<file path="src/hdl/tba_pkg.sv">
// Shared types, constants and corner selection table for the transformed box AABB block.
// No dependencies.
package tba_pkg;
	localparam int CORNER_COUNT = 8;
	localparam int CIDX_W = $clog2(CORNER_COUNT);
	localparam int DIV_STEPS = 48;

	localparam logic [2:0] REG_MIN_X = 3'd0;
	localparam logic [2:0] REG_MIN_Y = 3'd1;
	localparam logic [2:0] REG_MIN_Z = 3'd2;
	localparam logic [2:0] REG_MAX_X = 3'd3;
	localparam logic [2:0] REG_MAX_Y = 3'd4;
	localparam logic [2:0] REG_MAX_Z = 3'd5;

	localparam logic signed [31:0] S32_MAX = 32'sh7fffffff;
	localparam logic signed [31:0] S32_MIN = 32'sh80000000;

	typedef enum logic [2:0] {
		ST_IDLE, ST_MUL, ST_SUM, ST_DIV, ST_EMIT, ST_BOX
	} state_t;

	// bit0: x uses max, bit1: y uses max, bit2: z uses max
	function automatic logic [2:0] corner_sel(input logic [CIDX_W-1:0] k);
		logic [2:0] s;
		case (k)
			3'd0: s = 3'd0;
			3'd1: s = 3'd2;
			3'd2: s = 3'd3;
			3'd3: s = 3'd1;
			3'd4: s = 3'd4;
			3'd5: s = 3'd6;
			3'd6: s = 3'd7;
			3'd7: s = 3'd5;
			default: s = 3'd0;
		endcase
		return s;
	endfunction

	function automatic logic signed [31:0] sat32(input logic signed [51:0] v);
		if (v > 52'sd2147483647) return S32_MAX;
		if (v < -52'sd2147483648) return S32_MIN;
		return v[31:0];
	endfunction

	function automatic logic ovf32(input logic signed [51:0] v);
		return (v > 52'sd2147483647) || (v < -52'sd2147483648);
	endfunction
endpackage

</file>
<file path="src/hdl/tba_merge.sv">
// Merging stage: running AABB minimum, maximum and fault accumulation over corners.
// Depends on tba_pkg.
module tba_merge (
	input  logic               clk,
	input  logic               clear,
	input  logic               load,
	input  logic signed [31:0] cx,
	input  logic signed [31:0] cy,
	input  logic signed [31:0] cz,
	input  logic               cflt,
	output logic signed [31:0] mn_x, mn_y, mn_z,
	output logic signed [31:0] mx_x, mx_y, mx_z,
	output logic               any_flt
);
	import tba_pkg::*;
	logic first_q;
	always_ff @(posedge clk) begin
		if (clear) begin
			first_q <= 1'b1;
			any_flt <= 1'b0;
		end else if (load) begin
			first_q <= 1'b0;
			any_flt <= any_flt | cflt;
			if (first_q || cx < mn_x) mn_x <= cx;
			if (first_q || cy < mn_y) mn_y <= cy;
			if (first_q || cz < mn_z) mn_z <= cz;
			if (first_q || cx > mx_x) mx_x <= cx;
			if (first_q || cy > mx_y) mx_y <= cy;
			if (first_q || cz > mx_z) mx_z <= cz;
		end
	end
endmodule

</file>
<file path="config.mk">
export PLATFORM = sky130hd
export DESIGN_NAME = tba_merge
export DESIGN_NICKNAME = d
export VERILOG_FILES = /design/src/hdl/tba_pkg.sv /design/src/hdl/tba_merge.sv
export SDC_FILE = /design/constraint.sdc
export NUM_CORES = 1
export LEC_CHECK = 0
export ABC_CLOCK_PERIOD_IN_PS = 13300
export BUFFER_PORTS_ARGS = -buffer_cell sky130_fd_sc_hd__buf_2
export CORE_MARGIN = 10
export CORE_UTILIZATION = 57
export DETAILED_ROUTE_END_ITERATION = 10
export PLACE_DENSITY = 0.86
export SYNTH_ARGS = -nofsm -noshare
export SYNTH_HDL_FRONTEND = slang
export SYNTH_SLANG_ARGS = --single-unit
</file>
<file path="constraint.sdc">
create_clock -name clk -period 13.3 [get_ports clk]
set_input_delay 0 -clock clk [delete_from_list [all_inputs] [get_ports clk]]
set_output_delay 0 -clock clk [all_outputs]
set_load 0.05 [all_outputs]
</file>
==> summary.md <==
| Metric | Value |
|---|---|
| Library cells used by synthesis | 42 |
| Top post-synthesis cells by area | edfxtp_1, ha_1, inv_1, a21oi_1, nand4_1 |
| Pwr Density | between 100 and 150 nW/um2 |
| Drt first pass iters | 5 |
| Mean Syn Cell Area | 12.06 um2 |
| Share of cells above drive strength 1 | roughly a quarter |
| Vias | about 8.6k |
| Initial Util | about three fifths |
| Die Area | 24600 um2 |
| Final Routed Wirelength | 31450 um |
| Crit path DAT | 3.43 ns |
| Total core area | approximately 18000 um2 |
| Filler cell count | 1060 |
| Worst-Margin Slew | 0.8799 ns |
| Maximum VDD drop | approximately 89 uV |
| CTS tree | yes |
| CP endpoint kind | flop |
| ANT cells | 0 |
| Num ports | 293 |
| Most common cell in the netlist | inv_1 |
| Achievable Freq | 301.0 MHz |
| Worst EP required | 13.41 ns |
| Final setup skew | 0.01122 ns |
| Period minus WS final | 3.323 ns |
| CP Class | reg2reg |
| Pin count of the biggest net entering global routing | 33 |
| Worst-Skew Late Latency | 0.43 ns |
| Vias per inst | between 5 and 6 |
| Number of global-route vias before repair | 9177 |
| HPWL after DPL | 22990 um |
| TritonCTS buffer count | 17 |
| P_leak | 6.779 nW |
| Final TNS setup | 0 ns |
| Number of buffers on the longest clock path | 2 |
| Post-DRT Antenna Nets | 0 |
| Post-Syn Instances | slightly below 900 |
| Max FO, Critical Path | 18 |
| Outcome | finished, final reports clean |
| Final Power | 0.001537 W |
| Root Driver | clkbuf_16 |
| Total Nets Final | 1589 |
| Worst-path clk slew | 0.07 ns |
| Yosys reg bits | around 190 |
| Hold/Removal Path Class | in2reg |
| Gr usage total | 25.28% |
| Grt ovf | 0 |
| Syn nets | 1174 |
| Area leader, netlist | edfxtp_1 |
| Synth cell count leaders | inv_1, edfxtp_1, ha_1 |
| Top FF cell, synth | edfxtp_1 |
| RD Place Congestion | around 0.88 |
| Initial antenna violation count | 0 |
| Final Max Slew Viols | 0 |
| Sequential share of the synthesized area | 54.39% |
| Final hold viol count | 0 |
| Max-Cap Viols | 0 |
| # port buffers | 292 |
| Yosys top cell area share | 54.01% |
| Max-slew headroom | 41.34% |
| Hold WS | between 0.3 and 0.4 ns |
| Wire per inst | 20.39 um |
| Die H | 156.8 um |
| Row cnt | 49 |
| Async S/R FF share, synth | 0% |
| Iteration-0 DRC Markers | 533 |
| Clock sink count | 194 |
| Final setup fails | 0 |
| Layout area overhead | 31.49% |
| RSZ-0062 raised after global routing | false |
| Period utilization | 24.98% |
| Critical Path Source Type | flop |
| Warnings from Yosys | 0 |
| Mapped cell area | 10670 um2 |
| Post-synth EDFFs | 192 |
| DRC violations left | 0 |
| H-Tree Depth | 4 |
| Global-route wire length before repair | a little under 50000 um |
| Post_cts resized | 0 |
| Die W | 156.8 um |
## final cells by class
class / instances / area [um2] / share of cell area [%]
flip-flops and latches: 194 / 5806 / 41.37
multi-input cells: 495 / 4161 / 29.65
repair buffers: 396 / 2490 / 17.74
inverters: 196 / 735.7 / 5.242
clock buffers: 20 / 456.7 / 3.254
well taps: 229 / 286.5 / 2.042
clock inverters: 12 / 98.84 / 0.7043
## stage by stage
stage / instance area, um2 / setup WS [ns] / utilization, % / std cells
floorplan: 10670 / 8.501 / - / 885
global placement: 12490 / 10.09 / 68.58 / 1411
detailed placement: 12490 / 10.02 / 68.58 / 1411
CTS: 14030 / 9.998 / 77.08 / 1542
global route: 14030 / 9.703 / 77.08 / 1542
finish: 14030 / 9.977 / 77.08 / 1542
## per-layer routing
layer / wire (um) / vias up / part of all wire [%] / track usage, %
met5: 0 / - / 0 / 0
met1: 11750 / 4051 / 37 / 28.26
met4: 1202 / 0 / 3.8 / 10.47
li1: - / 4066 / - / -
met3: 2729 / 75 / 8.7 / 6.880
met2: 15760 / 398 / 50 / 44.57
## sequential cells by signal, indices dropped and copies added, names as in the netlist
signal / flops
mx_x: 32
mn_z: 32
mn_y: 32
first_q: 1
mx_z: 32
mn_x: 32
any_flt: 1
mx_y: 32
## repair_timing
action,CTS,global route
buffers inserted,0,0
endpoints found under the hold margin,194,0
hold buffers,99,0
## cell families (layout without fill, tap and decap cells)
| kind of cell | count (synthesis) | in the layout | share of synthesized area, % |
|---|---|---|---|
| compound gates | 165 | 165 | 9.847 |
| fa+ha+maj | 189 | 189 | 22.15 |
| buf+inv | 196 | 624 | 6.892 |
| flops | 194 | 194 | 54.39 |
| simple gates | 141 | 141 | 6.717 |
## placed cells by master, fill, tap and decap left out, types with 3 or more instances in the layout
| cell | synthesis | routed |
|---|---|---|
| buf_2 | 0 | 292 |
| a21boi_0 | 3 | 3 |
| o211ai_1 | 3 | 3 |
| nor2_1 | 22 | 22 |
| a21oi_1 | 74 | 74 |
| dlygate4sd3_1 | 0 | 99 |
| or3_1 | 4 | 4 |
| clkinv_2 | 0 | 3 |
| nor4_1 | 6 | 6 |
| inv_1 | 195 | 195 |
| o311a_1 | 3 | 3 |
| o22ai_1 | 4 | 4 |
| edfxtp_1 | 192 | 192 |
| o21ai_0 | 18 | 18 |
| nand2_1 | 39 | 39 |
| a21o_1 | 20 | 20 |
| a2111oi_0 | 5 | 5 |
| ha_1 | 189 | 189 |
| buf_4 | 0 | 5 |
| a211o_1 | 3 | 3 |
| nor3_1 | 6 | 6 |
| nand4_1 | 36 | 36 |
| nor2b_1 | 6 | 6 |
| inv_8 | 0 | 3 |
| o2111ai_1 | 5 | 5 |
| a211oi_1 | 7 | 7 |
| nand3_1 | 14 | 14 |
| o21a_1 | 4 | 4 |
| clkbuf_16 | 0 | 17 |
## report_power, final
part	switching (W)	total (W)	leakage (nW)	internal, W
Clock	0.000232	0.000486	0.273	0.000254
Combinational	0.000222	0.000327	4.70	0.000105
Sequential	0.0000155	0.000724	1.81	0.000708
## final timing paths
check                       start                   end  slack (ns)  depth (start not counted)
max reg2reg    mx_x[14]$_DFFE_PP_    mx_x[26]$_DFFE_PP_        9.98                          9
min reg2reg  first_q$_SDFFE_PP1P_  first_q$_SDFFE_PP1P_        0.94                          2
min                        cz[23]    mn_z[23]$_DFFE_PP_        0.34                          2
max            mx_x[14]$_DFFE_PP_    mx_x[26]$_DFFE_PP_        9.98                          9
## worst max-delay path: stages (launching register included)
cell       delay [ns]
edfxtp_1         0.36
inv_1            0.05
ha_1             0.30
nand4_1          0.16
or4_1            0.60
a21oi_1          0.15
a2111oi_0        0.09
a22o_1           0.22
a221oi_4         0.68
buf_4            0.40
(Power assumes the default switching activity.)
