`src/hdl/tba_pkg.sv`:
```
// Shared types, constants and corner selection table for the transformed box AABB block.
// No dependencies.
package tba_pkg;
	localparam int CORNER_COUNT = 8;
	localparam int CIDX_W = $clog2(CORNER_COUNT);
	localparam int DIV_STEPS = 48;

	localparam logic [2:0] REG_MIN_X = 3'd0;
	localparam logic [2:0] REG_MIN_Y = 3'd1;
	localparam logic [2:0] REG_MIN_Z = 3'd2;
	localparam logic [2:0] REG_MAX_X = 3'd3;
	localparam logic [2:0] REG_MAX_Y = 3'd4;
	localparam logic [2:0] REG_MAX_Z = 3'd5;

	localparam logic signed [31:0] S32_MAX = 32'sh7fffffff;
	localparam logic signed [31:0] S32_MIN = 32'sh80000000;

	typedef enum logic [2:0] {
		ST_IDLE, ST_MUL, ST_SUM, ST_DIV, ST_EMIT, ST_BOX
	} state_t;

	// bit0: x uses max, bit1: y uses max, bit2: z uses max
	function automatic logic [2:0] corner_sel(input logic [CIDX_W-1:0] k);
		logic [2:0] s;
		case (k)
			3'd0: s = 3'd0;
			3'd1: s = 3'd2;
			3'd2: s = 3'd3;
			3'd3: s = 3'd1;
			3'd4: s = 3'd4;
			3'd5: s = 3'd6;
			3'd6: s = 3'd7;
			3'd7: s = 3'd5;
			default: s = 3'd0;
		endcase
		return s;
	endfunction

	function automatic logic signed [31:0] sat32(input logic signed [51:0] v);
		if (v > 52'sd2147483647) return S32_MAX;
		if (v < -52'sd2147483648) return S32_MIN;
		return v[31:0];
	endfunction

	function automatic logic ovf32(input logic signed [51:0] v);
		return (v > 52'sd2147483647) || (v < -52'sd2147483648);
	endfunction
endpackage

```
`src/hdl/tba_lane.sv`:
```
// One coordinate lane: restoring divider computing (n*65536)/w with saturation.
// Depends on tba_pkg.
module tba_lane (
	input  logic                clk,
	input  logic                arst_n,
	input  logic                start,
	input  logic signed [31:0]  n,
	input  logic signed [31:0]  w,
	output logic                done,
	output logic signed [31:0]  res,
	output logic                flt
);
	import tba_pkg::*;

	logic [47:0] num_q;
	logic [31:0] den_q;
	logic [32:0] rem_q;
	logic [47:0] quo_q;
	logic        neg_q, wz_q, nsgn_q, nz_q;
	logic [5:0]  cnt_q;
	logic        busy_q;
	logic [32:0] trial;
	logic [32:0] sub;
	logic signed [49:0] sq;

	assign trial = {rem_q[31:0], num_q[47]};
	assign sub = trial - {1'b0, den_q};

	always_ff @(posedge clk or negedge arst_n) begin
		if (!arst_n) begin
			busy_q <= 1'b0;
			cnt_q <= '0;
		end else if (start) begin
			busy_q <= 1'b1;
			cnt_q <= 6'(DIV_STEPS - 1);
		end else if (busy_q) begin
			if (cnt_q == 6'd0) busy_q <= 1'b0;
			else cnt_q <= cnt_q - 6'd1;
		end
	end

	always_ff @(posedge clk) begin
		if (start) begin
			num_q <= {(n[31] ? 32'(-n) : n), 16'd0};
			den_q <= w[31] ? 32'(-w) : w;
			rem_q <= '0;
			quo_q <= '0;
			neg_q <= n[31] ^ w[31];
			wz_q <= (w == 32'sd0);
			nsgn_q <= n[31];
			nz_q <= (n == 32'sd0);
		end else if (busy_q && cnt_q != 6'd0) begin
			num_q <= {num_q[46:0], 1'b0};
			if (!sub[32]) begin
				rem_q <= sub;
				quo_q <= {quo_q[46:0], 1'b1};
			end else begin
				rem_q <= trial;
				quo_q <= {quo_q[46:0], 1'b0};
			end
		end
	end

	// last cycle: one more step is folded into the final result
	logic [47:0] qf;
	assign qf = {quo_q[46:0], ~sub[32]};
	assign sq = neg_q ? -$signed({2'b0, qf}) : $signed({2'b0, qf});
	assign done = busy_q && cnt_q == 6'd0;

	always_comb begin
		if (wz_q) begin
			flt = 1'b1;
			res = nz_q ? 32'sd0 : (nsgn_q ? S32_MIN : S32_MAX);
		end else begin
			flt = (sq > 50'sd2147483647) || (sq < -50'sd2147483648);
			res = (sq > 50'sd2147483647) ? S32_MAX :
			      (sq < -50'sd2147483648) ? S32_MIN : sq[31:0];
		end
	end
endmodule

```
`config.mk`:
```
export PLATFORM = sky130hd
export DESIGN_NAME = tba_lane
export DESIGN_NICKNAME = d
export VERILOG_FILES = /design/src/hdl/tba_pkg.sv /design/src/hdl/tba_lane.sv
export SDC_FILE = /design/constraint.sdc
export NUM_CORES = 1
export LEC_CHECK = 0
export BUFFER_PORTS_ARGS = -buffer_cell sky130_fd_sc_hd__buf_2
export CAP_MARGIN = 25
export CORE_MARGIN = 2
export CORE_UTILIZATION = 55
export CTS_CLUSTER_DIAMETER = 60
export DETAILED_ROUTE_END_ITERATION = 8
export PLACE_DENSITY = 0.75
export SLEW_MARGIN = 20
export SYNTH_ARGS = -nofsm -noshare
export SYNTH_HDL_FRONTEND = slang
export SYNTH_SLANG_ARGS = --single-unit
export TNS_END_PERCENT = 5
```
`constraint.sdc`:
```
create_clock -name clk -period 8.7 [get_ports clk]
set_clock_uncertainty 0.1 [all_clocks]
set_input_delay 1.74 -clock clk [delete_from_list [all_inputs] [get_ports clk]]
set_output_delay 1.74 -clock clk [all_outputs]
set_load 0.02 [all_outputs]
```
==> Implementation_results.wiki <==
{| class="wikitable"
! Metric !! Value
|-
| Overall power after layout || 3.27 mW
|-
| Drt first pass iters || 5
|-
| Clock tree buffer depth || 2
|-
| Unrepaired setup endpoints after global routing || false
|-
| Worst hold path startpoint || rem_q[22]
|-
| Parity-gate share of the synthesized area counting xor and xnor cells || 0.0989
|-
| Post-route core utilization || 0.624
|-
| Startpoint class of the critical path || register
|-
| I/O pin count || 101
|-
| Stage delay of the slowest cell on the critical path || 510 ps
|-
| Total Die Area || 20,100 um^2
|-
| Data required time at the worst endpoint || 6860 ps
|-
| Worst-case headroom to the max-slew limit || 0.185
|-
| Maximum fanout along the worst path || 15
|-
| Number of buffers inserted by port buffering || 100
|-
| Clock Sinks || 154
|-
| Post-synthesis to final-layout area growth || 11.4%
|-
| Number of CTS-inserted buffers || 17
|-
| Vias after detailed routing || 9,322
|-
| Total Negative Setup Slacks || 0 ps
|-
| Largest net degree at the start of global routing || 118
|-
| Worst-Margin Slew || 1210 ps
|-
| Worst R2R Setup Slack || 4790 ps
|-
| Syn_area_per_cell || 8.17 um^2
|-
| Synth Cell Area || 10,400 um^2
|-
| Reg2Reg Capture Point || rem_q[30]
|-
| Adder and majority cell fraction of the synthesized area || 0.0462
|-
| Power Density || 281 nW/um^2
|-
| Syn Nets || 1,383
|-
| Vert. Die Dim || 142 um
|-
| Clock tree from TritonCTS || done
|-
| Final Max Tran Viols || 0
|-
| Core Box Area || 18,600 um^2
|-
| Part of the Yosys area used for sequential elements || 0.364
|-
| Shortest clock period the worst path allows after layout || 8080 ps
|-
| Crit share post-route || 0.929
|-
| Overall routing resource usage || 0.240
|-
| ANT nets after route || 0
|-
| Startpoint of the most critical register-to-register path || num_q[47]
|-
| Most frequent cells in the layout || nand2_1 (196), a21oi_1 (114), nor2_1 (101)
|-
| Yosys Warn Count || 0
|-
| Initial antenna violation count || 0
|-
| Hold endpoint || rem_q[22]
|-
| Slowest cell on crit path || or3b_2
|-
| NumNets Final || 1,430
|-
| CTS H-Tree Depth || 4
|-
| Register bit total from synthesis || 154
|-
| Max capacitance violation total || 0
|-
| Max Freq || 124 MHz
|-
| Remaining DRCs || 0
|-
| Worst setup EP type || output pin
|-
| Commonest non-fill, non-tap cell in the layout || nand2_1
|-
| Number of enable flip-flop cells after synthesis || 68
|-
| Unique masters post-synth || 77
|-
| Violation count after the first detailed-route iteration || 706
|-
| Min-Delay Path Class || register to register
|-
| Gpl congestion || 0.894
|-
| Routed length per instance || 15.3 um
|-
| # hold bufs at CTS || 0
|-
| Gr ovfl total || 0
|-
| Run status || completed
|-
| Classification of the worst setup path || register to output pin
|-
| IR drop worst, VDD || 0.000176 V
|-
| Vias in the first global route || 8,445
|-
| Total leakage power || 4.73 nW
|-
| Mux cell area share after synthesis || 0.0110
|-
| Drt via density || 5.93
|-
| Std cell rows || 50
|-
| Post-Syn Instances || 1,278
|-
| Half-perimeter wire length of the detailed placement result || 16,400 um
|-
| Starting Density || 0.560
|-
| N_diodes || 0
|-
| Global-route wire length before repair || 39,900 um
|-
| Overall routed net length || 24,000 um
|-
| Clock transition at the register clock pins on the worst setup and hold paths after CTS || 60 ps
|-
| Fraction of final layout cells with drive strength greater than 1 || 0.126
|-
| Ys async rst share || 0.0455
|-
| Number of cells on the worst reg-to-reg path || 14
|-
| Simple logic cell fraction of the synthesized area || 0.213
|-
| Number of cells traversed by the worst hold path || 2
|-
| Data arrival time of the worst path || 6240 ps
|-
| Primary flip-flop cell chosen by synthesis mapping || dfxtp_1
|-
| Root Driver || clkbuf_16
|-
| Dominant combinational cell family by area after synthesis || compound AO/OA/AOI/OAI gates
|-
| Worst-skew pair later-pin latency || 420 ps
|-
| Number of hold-slack violations in the final timing report || 0
|-
| Compound-Gate Fraction of Synth Area || 0.216
|-
| Startpoint of the most critical setup path || num_q[47]
|-
| Floorplan die width || 142 um
|-
| Final count of negative-setup-slack endpoints || 0
|}
==> synthesized netlist by cell type, types with 7 or more instances <==
cell | n | share of area
clkbuf_1 | 61 | 0.022
ha_1 | 37 | 0.044
nor3_1 | 30 | 0.014
o31ai_1 | 33 | 0.024
buf_1 | 12 | 0.0043
nand2_1 | 197 | 0.071
o21ai_0 | 50 | 0.024
or4_1 | 29 | 0.021
or2_2 | 8 | 0.0048
xnor2_1 | 54 | 0.045
nor4_1 | 12 | 0.0072
inv_1 | 58 | 0.021
edfxtp_1 | 68 | 0.20
mux2i_1 | 7 | 0.0067
o21a_1 | 8 | 0.0058
dfrtp_1 | 7 | 0.017
xor2_1 | 64 | 0.054
nor2_1 | 101 | 0.036
nand3_1 | 21 | 0.010
a31oi_1 | 9 | 0.0054
or3_1 | 16 | 0.0096
a311oi_1 | 21 | 0.018
a211oi_1 | 13 | 0.0093
nand2b_1 | 15 | 0.0090
o41ai_1 | 12 | 0.010
a21o_1 | 19 | 0.014
o22ai_1 | 31 | 0.019
nor2b_1 | 8 | 0.0048
dfxtp_1 | 79 | 0.15
a21oi_1 | 115 | 0.055
==> worst max path at each step <==
stage / slack, ps / cells past startpoint / end
5_1_grt: 60 / 25 / res[20]
6_report: 620 / 25 / res[7]
3_3_place_gp: 880 / 24 / res[30]
4_1_cts: 150 / 24 / res[8]
2_1_floorplan: 810 / 27 / res[19]
3_5_place_dp: 650 / 24 / res[8]
==> registers in the layout, indices dropped and copies added, names as in the netlist <==
signal,count
busy_q,1
num_q,32
cnt_q,6
den_q,32
rem_q,32
quo_q,47
nz_q,1
neg_q,1
nsgn_q,1
wz_q,1
==> metrics by stage <==
stage / instance area, um^2 / setup WS, ps / hold WS (ps) / cells
finish: 11600 / 617 / 380 / 1572
global placement: 11000 / 879 / 360 / 1538
floorplan: 10400 / 807 / 349 / 1278
detailed placement: 11000 / 649 / 372 / 1538
global route: 11600 / 55.8 / 404 / 1572
CTS: 11600 / 151 / 380 / 1570
==> timing repair <==
item,4_1_cts,5_1_grt
hold endpoints to repair,0,0
setup endpoints to repair,0,29
setup buffers,0,1
gates resized for setup,0,2
==> critical path, delay by kind of cell (launching register included) <==
| family | cells | cell delay [ps] |
|---|---|---|
| and+or+nand+nor | 7 | 1750 |
| DFF | 1 | 390 |
| AOI/OAI and AO/OA | 9 | 2190 |
| adders and majority gates | 3 | 610 |
| buffers and inverters | 4 | 580 |
| xor gates and xnor gates | 2 | 330 |
==> cells by family after synthesis <==
group	after synthesis
fa+ha+maj	38
compound gates	349
mux	11
xor+xnor	118
buf+inv	139
simple gates	469
flops	154
==> cell type report <==
class / instances / area, um^2
Multi-Input combinational cell: 986 / 6210
Inverter: 58 / 218
Fill cell: 1666 / 7010
Timing Repair Buffer: 108 / 567
Tap cell: 234 / 293
Clock buffer: 17 / 425
Clock inverter: 15 / 124
Sequential cell: 154 / 3800
==> per-layer routing <==
metal / share of wire / global-route usage
met2: 0.45 / 0.373
met5: 0 / 0
met4: 0.013 / 0.0695
met1: 0.49 / 0.348
met3: 0.052 / 0.0361
==> where the power goes <==
part	internal, mW	leakage, nW	switching (mW)
sequential	0.861	1.39	0.0655
clock	0.392	0.262	0.294
combinational	0.646	3.08	1.01
Power figures use the tool's default switching activity.
